**src/sv/rsis_pkg.sv**
```systemverilog
// ----------------------------------------------------------------------------
// Run state indicator sequencer package
// Shared widths, codes, payload types and time helpers.
// ----------------------------------------------------------------------------
package rsis_pkg;

    localparam int TIME_W = 32;
    localparam int CFG_W  = 30;
    localparam int ADDR_W = 3;
    localparam int CNT_W  = $clog2(TIME_W);

    localparam logic [ADDR_W-1:0] REG_FLASH_TICKS   = 3'd0;
    localparam logic [ADDR_W-1:0] REG_BEEP_TICKS    = 3'd1;
    localparam logic [ADDR_W-1:0] REG_GREEN_PERIOD  = 3'd2;
    localparam logic [ADDR_W-1:0] REG_RED_PERIOD    = 3'd3;
    localparam logic [ADDR_W-1:0] REG_BEEP_ON_SPAN  = 3'd4;
    localparam logic [ADDR_W-1:0] REG_BEEP_OFF_SPAN = 3'd5;

    localparam logic [1:0] MODE_ON   = 2'd0;
    localparam logic [1:0] MODE_STOP = 2'd1;

    typedef struct packed {
        logic [31:0] now_time;
        logic        key_event;
        logic [1:0]  run_mode;
    } in_item_t;

    typedef struct packed {
        logic green_lamp;
        logic red_lamp;
        logic yellow_lamp;
        logic buzzer_drive;
        logic laser_drive;
    } out_item_t;

    // A deadline is reached when now minus deadline is not negative.
    function automatic logic reached(input logic [TIME_W-1:0] now_t,
                                     input logic [TIME_W-1:0] tgt);
        logic [TIME_W-1:0] d;
        d = now_t - tgt;
        return !d[TIME_W-1];
    endfunction

    // A zero period counts as one tick; a 30-bit period stays below half the range, so it is never clipped.
    function automatic logic [TIME_W-1:0] eff_period(input logic [CFG_W-1:0] p);
        logic [TIME_W-1:0] pm;
        pm = TIME_W'(p);
        if (pm == '0) begin
            return TIME_W'(1);
        end
        if (pm[TIME_W-1]) begin
            return {1'b0, {(TIME_W-1){1'b1}}};
        end
        return pm;
    endfunction

endpackage

```
**src/sv/run_state_indicator_sequencer.sv**
```systemverilog
// ----------------------------------------------------------------------------
// Run state indicator sequencer
// Drives lamps, buzzer and laser relay from periodic run state polls.
// ----------------------------------------------------------------------------
//   Channel | Ports               | Content
//   poll in | s_valid/s_ready     | s_data: now_time, key_event, run_mode
//   result  | m_valid/m_ready     | m_data: five lamp and relay drives
//   config  | cfg_wr_en/cfg_addr  | cfg_wdata, six 30-bit registers
//
// A poll passes through the prepare and load states, then through the shared remainder
// unit once for each deadline that must be moved forward, and then to its final state.
// Reset is synchronous and restores the register defaults and unarmed timers.
// A new poll is taken while an earlier result still waits in the output
// register; a stalled result holds the sequencer in its final state only.
// ----------------------------------------------------------------------------
module run_state_indicator_sequencer (
    input  logic                       aclk,
    input  logic                       aresetn,
    input  logic                       s_valid,
    output logic                       s_ready,
    input  rsis_pkg::in_item_t         s_data,
    output logic                       m_valid,
    input  logic                       m_ready,
    output rsis_pkg::out_item_t        m_data,
    input  logic                       cfg_wr_en,
    input  logic [rsis_pkg::ADDR_W-1:0] cfg_addr,
    input  logic [rsis_pkg::CFG_W-1:0]  cfg_wdata
);
    import rsis_pkg::*;

    localparam logic [2:0] S_IDLE = 3'd0;
    localparam logic [2:0] S_PREP = 3'd1;
    localparam logic [2:0] S_LOAD = 3'd2;
    localparam logic [2:0] S_WAIT = 3'd3;
    localparam logic [2:0] S_FIN  = 3'd4;

    logic [2:0]        state_reg;

    logic [CFG_W-1:0]  flash_ticks_reg;
    logic [CFG_W-1:0]  beep_ticks_reg;
    logic [CFG_W-1:0]  green_period_reg;
    logic [CFG_W-1:0]  red_period_reg;
    logic [CFG_W-1:0]  beep_on_span_reg;
    logic [CFG_W-1:0]  beep_off_span_reg;

    logic [TIME_W-1:0] now_reg;
    logic              key_reg;
    logic [1:0]        mode_reg;

    logic              flash_live_reg;
    logic              beep_live_reg;
    logic [TIME_W-1:0] flash_end_reg;
    logic [TIME_W-1:0] beep_end_reg;
    logic [TIME_W-1:0] green_next_reg;
    logic [TIME_W-1:0] red_next_reg;
    logic [TIME_W-1:0] cad_next_reg;
    logic              green_lit_reg;
    logic              red_lit_reg;
    logic              cad_on_reg;
    logic              laser_lit_reg;

    logic              pend_g_reg;
    logic              pend_r_reg;
    logic              pend_c_reg;

    logic              m_valid_reg;
    out_item_t         m_data_reg;

    logic [TIME_W-1:0] job_tgt;
    logic [TIME_W-1:0] job_per;
    logic [TIME_W-1:0] dividend;
    logic [TIME_W-1:0] new_tgt;
    logic              div_start;
    logic              div_done;
    logic [TIME_W-1:0] div_rem;
    logic              any_pend;
    logic              flash_now;
    logic              beep_now;
    logic              out_free;
    logic              s_fire;

    assign s_ready  = (state_reg == S_IDLE);
    assign s_fire   = s_valid && s_ready;
    assign m_valid  = m_valid_reg;
    assign m_data   = m_data_reg;
    assign out_free = !m_valid_reg || m_ready;
    assign any_pend = pend_g_reg || pend_r_reg || pend_c_reg;
    assign div_start = (state_reg == S_LOAD) && any_pend;

    always_comb begin
        if (pend_g_reg) begin
            job_tgt = green_next_reg;
            job_per = eff_period(green_period_reg);
        end else if (pend_r_reg) begin
            job_tgt = red_next_reg;
            job_per = eff_period(red_period_reg);
        end else begin
            job_tgt = cad_next_reg;
            job_per = eff_period(cad_on_reg ? beep_on_span_reg : beep_off_span_reg);
        end
        dividend  = now_reg - job_tgt;
        new_tgt   = now_reg - div_rem + job_per;
        flash_now = flash_live_reg && !reached(now_reg, flash_end_reg);
        beep_now  = beep_live_reg && !reached(now_reg, beep_end_reg);
    end

    rsis_rem_unit u_rem (
        .aclk      (aclk),
        .aresetn   (aresetn),
        .start     (div_start),
        .dividend  (dividend),
        .divisor   (job_per),
        .done      (div_done),
        .remainder (div_rem)
    );

    always_ff @(posedge aclk) begin
        if (!aresetn) begin
            flash_ticks_reg   <= CFG_W'(100);
            beep_ticks_reg    <= CFG_W'(50);
            green_period_reg  <= CFG_W'(500);
            red_period_reg    <= CFG_W'(250);
            beep_on_span_reg  <= CFG_W'(200);
            beep_off_span_reg <= CFG_W'(800);
        end else if (cfg_wr_en) begin
            case (cfg_addr)
                REG_FLASH_TICKS:   flash_ticks_reg   <= cfg_wdata;
                REG_BEEP_TICKS:    beep_ticks_reg    <= cfg_wdata;
                REG_GREEN_PERIOD:  green_period_reg  <= cfg_wdata;
                REG_RED_PERIOD:    red_period_reg    <= cfg_wdata;
                REG_BEEP_ON_SPAN:  beep_on_span_reg  <= cfg_wdata;
                REG_BEEP_OFF_SPAN: beep_off_span_reg <= cfg_wdata;
                default: begin
                end
            endcase
        end
    end

    always_ff @(posedge aclk) begin
        if (s_fire) begin
            now_reg  <= TIME_W'(s_data.now_time);
            key_reg  <= s_data.key_event;
            mode_reg <= s_data.run_mode;
        end
        if (state_reg == S_FIN && out_free) begin
            m_data_reg.green_lamp   <= green_lit_reg;
            m_data_reg.red_lamp     <= red_lit_reg;
            m_data_reg.yellow_lamp  <= flash_now;
            m_data_reg.buzzer_drive <= cad_on_reg || beep_now;
            m_data_reg.laser_drive  <= laser_lit_reg;
        end
    end

    always_ff @(posedge aclk) begin
        if (!aresetn) begin
            state_reg      <= S_IDLE;
            m_valid_reg    <= 1'b0;
            flash_live_reg <= 1'b0;
            beep_live_reg  <= 1'b0;
            flash_end_reg  <= '0;
            beep_end_reg   <= '0;
            green_next_reg <= '0;
            red_next_reg   <= '0;
            cad_next_reg   <= '0;
            green_lit_reg  <= 1'b0;
            red_lit_reg    <= 1'b0;
            cad_on_reg     <= 1'b0;
            laser_lit_reg  <= 1'b0;
            pend_g_reg     <= 1'b0;
            pend_r_reg     <= 1'b0;
            pend_c_reg     <= 1'b0;
        end else begin
            if (state_reg == S_FIN && out_free) begin
                m_valid_reg <= 1'b1;
            end else if (m_valid_reg && m_ready) begin
                m_valid_reg <= 1'b0;
            end
            case (state_reg)
                S_IDLE: begin
                    if (s_fire) begin
                        state_reg <= S_PREP;
                    end
                end
                S_PREP: begin
                    if (key_reg) begin
                        flash_live_reg <= 1'b1;
                        flash_end_reg  <= now_reg + TIME_W'(flash_ticks_reg);
                        beep_live_reg  <= 1'b1;
                        beep_end_reg   <= now_reg + TIME_W'(beep_ticks_reg);
                    end
                    laser_lit_reg <= (mode_reg == MODE_ON);
                    if (mode_reg == MODE_ON) begin
                        red_lit_reg <= 1'b0;
                        cad_on_reg  <= 1'b0;
                        if (green_next_reg == '0) begin
                            green_next_reg <= now_reg + eff_period(green_period_reg);
                        end else if (reached(now_reg, green_next_reg)) begin
                            green_lit_reg <= !green_lit_reg;
                            pend_g_reg    <= 1'b1;
                        end
                        red_next_reg <= '0;
                        cad_next_reg <= '0;
                    end else if (mode_reg == MODE_STOP) begin
                        green_lit_reg <= 1'b0;
                        if (red_next_reg == '0) begin
                            red_next_reg <= now_reg + eff_period(red_period_reg);
                        end else if (reached(now_reg, red_next_reg)) begin
                            red_lit_reg <= !red_lit_reg;
                            pend_r_reg  <= 1'b1;
                        end
                        if (cad_next_reg == '0) begin
                            cad_on_reg   <= 1'b1;
                            cad_next_reg <= now_reg + eff_period(beep_on_span_reg);
                        end else if (reached(now_reg, cad_next_reg)) begin
                            cad_on_reg <= !cad_on_reg;
                            pend_c_reg <= 1'b1;
                        end
                        green_next_reg <= '0;
                    end else begin
                        green_lit_reg  <= 1'b0;
                        red_lit_reg    <= 1'b0;
                        cad_on_reg     <= 1'b0;
                        green_next_reg <= '0;
                        red_next_reg   <= '0;
                        cad_next_reg   <= '0;
                    end
                    state_reg <= S_LOAD;
                end
                S_LOAD: begin
                    state_reg <= any_pend ? S_WAIT : S_FIN;
                end
                S_WAIT: begin
                    if (div_done) begin
                        if (pend_g_reg) begin
                            green_next_reg <= new_tgt;
                            pend_g_reg     <= 1'b0;
                        end else if (pend_r_reg) begin
                            red_next_reg <= new_tgt;
                            pend_r_reg   <= 1'b0;
                        end else begin
                            cad_next_reg <= new_tgt;
                            pend_c_reg   <= 1'b0;
                        end
                        state_reg <= S_LOAD;
                    end
                end
                S_FIN: begin
                    if (out_free) begin
                        flash_live_reg <= flash_now;
                        beep_live_reg  <= beep_now;
                        state_reg      <= S_IDLE;
                    end
                end
                default: begin
                    state_reg <= S_IDLE;
                end
            endcase
        end
    end

endmodule

```
**src/sv/rsis_rem_unit.sv**
```systemverilog
// ----------------------------------------------------------------------------
// Iterative remainder unit
// Restoring division, one quotient bit per cycle; returns the remainder.
// ----------------------------------------------------------------------------
module rsis_rem_unit (
    input  logic                       aclk,
    input  logic                       aresetn,
    input  logic                       start,
    input  logic [rsis_pkg::TIME_W-1:0] dividend,
    input  logic [rsis_pkg::TIME_W-1:0] divisor,
    output logic                       done,
    output logic [rsis_pkg::TIME_W-1:0] remainder
);
    import rsis_pkg::*;

    logic              busy_reg;
    logic              done_reg;
    logic [CNT_W-1:0]  cnt_reg;
    logic [TIME_W-1:0] rem_reg;
    logic [TIME_W-1:0] shf_reg;
    logic [TIME_W-1:0] dvs_reg;
    logic [TIME_W:0]   partial;
    logic [TIME_W:0]   diff;
    logic [TIME_W-1:0] rem_next;

    always_comb begin
        partial  = {rem_reg, shf_reg[TIME_W-1]};
        diff     = partial - {1'b0, dvs_reg};
        rem_next = diff[TIME_W] ? partial[TIME_W-1:0] : diff[TIME_W-1:0];
    end

    always_ff @(posedge aclk) begin
        if (!aresetn) begin
            busy_reg <= 1'b0;
            done_reg <= 1'b0;
            cnt_reg  <= '0;
        end else begin
            done_reg <= busy_reg && (cnt_reg == '0);
            if (start) begin
                busy_reg <= 1'b1;
                cnt_reg  <= CNT_W'(TIME_W - 1);
            end else if (busy_reg) begin
                cnt_reg <= cnt_reg - 1'b1;
                if (cnt_reg == '0) begin
                    busy_reg <= 1'b0;
                end
            end
        end
    end

    always_ff @(posedge aclk) begin
        if (start) begin
            rem_reg <= '0;
            shf_reg <= dividend;
            dvs_reg <= divisor;
        end else if (busy_reg) begin
            rem_reg <= rem_next;
            shf_reg <= {shf_reg[TIME_W-2:0], 1'b0};
        end
    end

    assign done      = done_reg;
    assign remainder = rem_reg;

endmodule

```
**config.mk**
```make
export PLATFORM = sky130hd
export DESIGN_NAME = run_state_indicator_sequencer
export DESIGN_NICKNAME = d
export VERILOG_FILES = /design/src/sv/rsis_pkg.sv /design/src/sv/run_state_indicator_sequencer.sv /design/src/sv/rsis_rem_unit.sv
export SDC_FILE = /design/constraint.sdc
export NUM_CORES = 2
export LEC_CHECK = 0
export BUFFER_PORTS_ARGS = -buffer_cell sky130_fd_sc_hd__buf_2
export CAP_MARGIN = 15
export CORE_UTILIZATION = 25
export CTS_CLUSTER_SIZE = 12
export DETAILED_ROUTE_END_ITERATION = 10
export SLEW_MARGIN = 20
export SYNTH_ARGS = -nofsm -noshare
export SYNTH_HDL_FRONTEND = slang
export SYNTH_SLANG_ARGS = --single-unit
```
**constraint.sdc**
```tcl
create_clock -name aclk -period 10.7 [get_ports aclk]
set_clock_uncertainty 0.05 [all_clocks]
set_input_delay 0 -clock aclk [delete_from_list [all_inputs] [get_ports aclk]]
set_output_delay 0 -clock aclk [all_outputs]
set_load 0.02 [all_outputs]
```
==> impl_metrics.env <==
export IMPL_place_area_mm2=0.0394
export IMPL_dpl_hpwl_um=98100
export IMPL_wl_per_cell_um=19.8
export IMPL_finalCriticalPeriod_ns=6.12
export IMPL_antenna_found_initial=8
export IMPL_core_mm2=0.148
export IMPL_synth_largest_area_cell="dfxtp_1"
export IMPL_drive_gt1_share_pct=6.92
export IMPL_fillCellCount=15800
export IMPL_cp_arrival_ns=6.62
export IMPL_place_gp_congestion=0.992
export IMPL_final_nets=5242
export IMPL_cts_resized=0
export IMPL_io_buffers=79
export IMPL_grt_max_degree=126
export IMPL_fin_crit_sh_pct=57.2
export IMPL_die_width_um=388
export IMPL_cts_hold_repair_buffers=102
export IMPL_final_seq_area_mm2=0.0109
export IMPL_area_growth_synth_to_final_pct=14.1
export IMPL_fmax_mhz=163
export IMPL_synthesis_area_mm2=0.0372
export IMPL_critPathMaxFanout=31
export IMPL_synth_nets=5231
export IMPL_cts_buffer_depth=3
export IMPL_power_density_mw_per_mm2=260
export IMPL_initialDrtViolationCount=3479
export IMPL_root_buffer="clkbuf_16"
export IMPL_critPathKind="flip-flop to flip-flop"
export IMPL_cts_setup_buffers=0
export IMPL_drt_pre_antenna_iters=6
export IMPL_hold_viol=0
export IMPL_status="complete, no violations"
export IMPL_cp_required_ns=11.20
export IMPL_rsz0062_at_grt="false"
export IMPL_ir_drop_v=0.000136
export IMPL_ys_seq_area_share_pct=29.4
export IMPL_die_height_um=388
export IMPL_via_per_inst=5.17
export IMPL_grt_use_total_pct=17.0
export IMPL_synthTopCellsByArea="dfxtp_1 21%, ha_1 13%, edfxtp_1 8.2%"
export IMPL_die_area_mm2=0.150
export IMPL_clock_sinks=494
export IMPL_clk_latency_ns=0.67
export IMPL_min_path_type="primary input to flip-flop"
export IMPL_grt_ovfl_total=0
export IMPL_syn_inst=4725
export IMPL_ys_ff_latch=494
export IMPL_async_flop_share_pct=0
export IMPL_rows=141
export IMPL_finalSetupTns_ns=0
export IMPL_finalSetupViolCount=0
export IMPL_slew_headroom_pct=28.0
export IMPL_io_pins=80
export IMPL_cp_start_kind="flip-flop"
export IMPL_grt_pass1_vias=32900
export IMPL_maxCapViolCount=0
export IMPL_worstSetupEndpointType="flip-flop"
export IMPL_drtAntennaViolNets=0
export IMPL_synthFlopType="dfxtp_1"
export IMPL_cts_buffers_inserted=56
export IMPL_synth_avg_cell_area_um2=7.86
export IMPL_p_leak_nw=17.4
export IMPL_synth_top_area_share_pct=21.1
export IMPL_vias=34800
export IMPL_ys_types=92
export IMPL_synth_warnings=0
export IMPL_synth_edf_count=102
export IMPL_start_util_pct=25.2
export IMPL_cts_clk_slew_worst_paths_ns=0.07
export IMPL_worstMarginPinSlew_ns=1.07
export IMPL_wl_um=133000
export IMPL_finalMaxSlewViolations=0
export IMPL_cts_tree="yes"
export IMPL_grt_pass1_wl_um=199000
export IMPL_design_area_mm2=0.0424
export IMPL_htreeDepth=2
export IMPL_drc=0
export IMPL_multi_input_area_mm2=0.0239
-- worst max-delay path: stages (launching register included) --
cell	delay, ns
dfxtp_1	0.37
buf_4	0.40
mux2_2	0.41
nor4_1	0.39
nand4_1	0.27
o211ai_1	0.32
o21ai_0	0.17
o21ai_0	0.29
inv_1	0.09
ha_1	0.28
inv_1	0.04
ha_1	0.20
fa_1	0.42
a21oi_1	0.25
o21ai_1	0.19
a221oi_2	0.40
o41ai_2	0.16
o21ai_1	0.44
o31ai_1	0.16
xor2_1	0.25
a22oi_1	0.13
a221oi_1	0.27
-- report_power, final --
part           switching [mW]  internal [mW]
Sequential              0.468           2.27
Clock                   0.866           1.15
Combinational            3.84           2.41
Total                    5.17           5.83
-- cells in the final DEF (no fill, tap or decap), types with 20 or more instances in the layout --
cell / n
a211oi_1: 75
a21o_1: 148
a21oi_1: 587
a31oi_1: 57
buf_2: 78
buf_4: 64
clkbuf_16: 58
dfxtp_1: 389
dlygate4sd3_1: 101
edfxtp_1: 102
fa_1: 37
ha_1: 396
inv_1: 350
mux2_2: 28
mux2i_1: 95
nand2_1: 675
nand2b_1: 40
nand3_1: 93
nand4_1: 56
nor2_1: 278
nor2b_1: 43
nor3_1: 60
nor4_1: 54
o211ai_1: 29
o21a_1: 20
o21ai_0: 238
o21ai_1: 35
o21bai_1: 37
xnor2_1: 158
xor2_1: 71
-- cells in the mapped netlist, types with 15 or more instances --
| library cell | number |
|---|---|
| nor2_1 | 281 |
| o31ai_1 | 19 |
| o211ai_1 | 29 |
| o21a_1 | 21 |
| clkbuf_1 | 272 |
| a21oi_1 | 588 |
| o21bai_1 | 37 |
| or2_2 | 15 |
| nor3_1 | 62 |
| nor2b_1 | 43 |
| nand4_1 | 56 |
| fa_1 | 37 |
| xor2_1 | 71 |
| inv_1 | 350 |
| o21ai_0 | 238 |
| edfxtp_1 | 102 |
| nand2_1 | 677 |
| xnor2_1 | 158 |
| nand2b_1 | 40 |
| mux2i_1 | 95 |
| and3_1 | 19 |
| nand3_1 | 94 |
| dfxtp_1 | 392 |
| ha_1 | 396 |
| a31oi_1 | 57 |
| o21ai_1 | 35 |
| and2_1 | 15 |
| a211oi_1 | 76 |
| nor4_1 | 55 |
| mux2_2 | 28 |
| a21o_1 | 148 |
-- worst paths after layout --
check	start	end	slack, ns	cells past startpoint
worst max-delay path	cad_on_reg$_SDFFE_PN0P_	cad_next_reg[28]$_SDFFE_PN0P_	4.58	21
worst min-delay path	s_data[14]	now_reg[11]$_DFFE_PP_	0.04	2
worst max register to register	cad_on_reg$_SDFFE_PN0P_	cad_next_reg[28]$_SDFFE_PN0P_	4.58	21
worst min register to register	laser_lit_reg$_SDFFE_PN0P_	m_data[0]$_DFFE_PP_	0.40	0
-- stage by stage --
step	setup WS, ns	util [%]	power [mW]	instances	hold slack [ns]
final	4.58	28.7	11.0	6721	0.0438
after global routing	4.30	28.7	11.7	6721	0.0250
after CTS	4.73	28.7	10.9	6713	0.00110
after detailed placement	4.76	26.7	8.82	6506	0.128
after global placement	4.81	26.7	8.73	6506	0.127
after floorplan	5.87	-	7.00	4725	0.0489
-- final cells by class --
| class | instances | area share, % |
|---|---|---|
| antenna | 8 | 0.0472 |
| clock buffer | 85 | 3.95 |
| clock inverter | 20 | 0.505 |
| inverter | 353 | 3.14 |
| multi-input combinational | 3587 | 56.4 |
| sequential | 494 | 25.8 |
| tap | 1930 | 5.70 |
| timing repair buffer | 244 | 4.49 |
-- metal layers --
metal	wire, um	global-route usage, %	vias to the layer above
met3	9970	2.07	268
met5	0	0	-
li1	-	-	16700
met2	58300	26.8	1439
met1	58000	23.0	16400
met4	6550	7.99	0
-- kinds of logic after synthesis --
group | count (synthesis) | synth area share, %
AO/OA/AOI/OAI | 1404 | 23.2
AND/OR/NAND/NOR | 1396 | 16.7
buffers and inverters | 644 | 6.53
flip-flops | 494 | 29.4
adder cells (fa/ha/maj) | 433 | 15.3
XOR/XNOR | 230 | 5.44
multiplexers | 124 | 3.44
No activity file was read; power rests on OpenSTA's default activity.
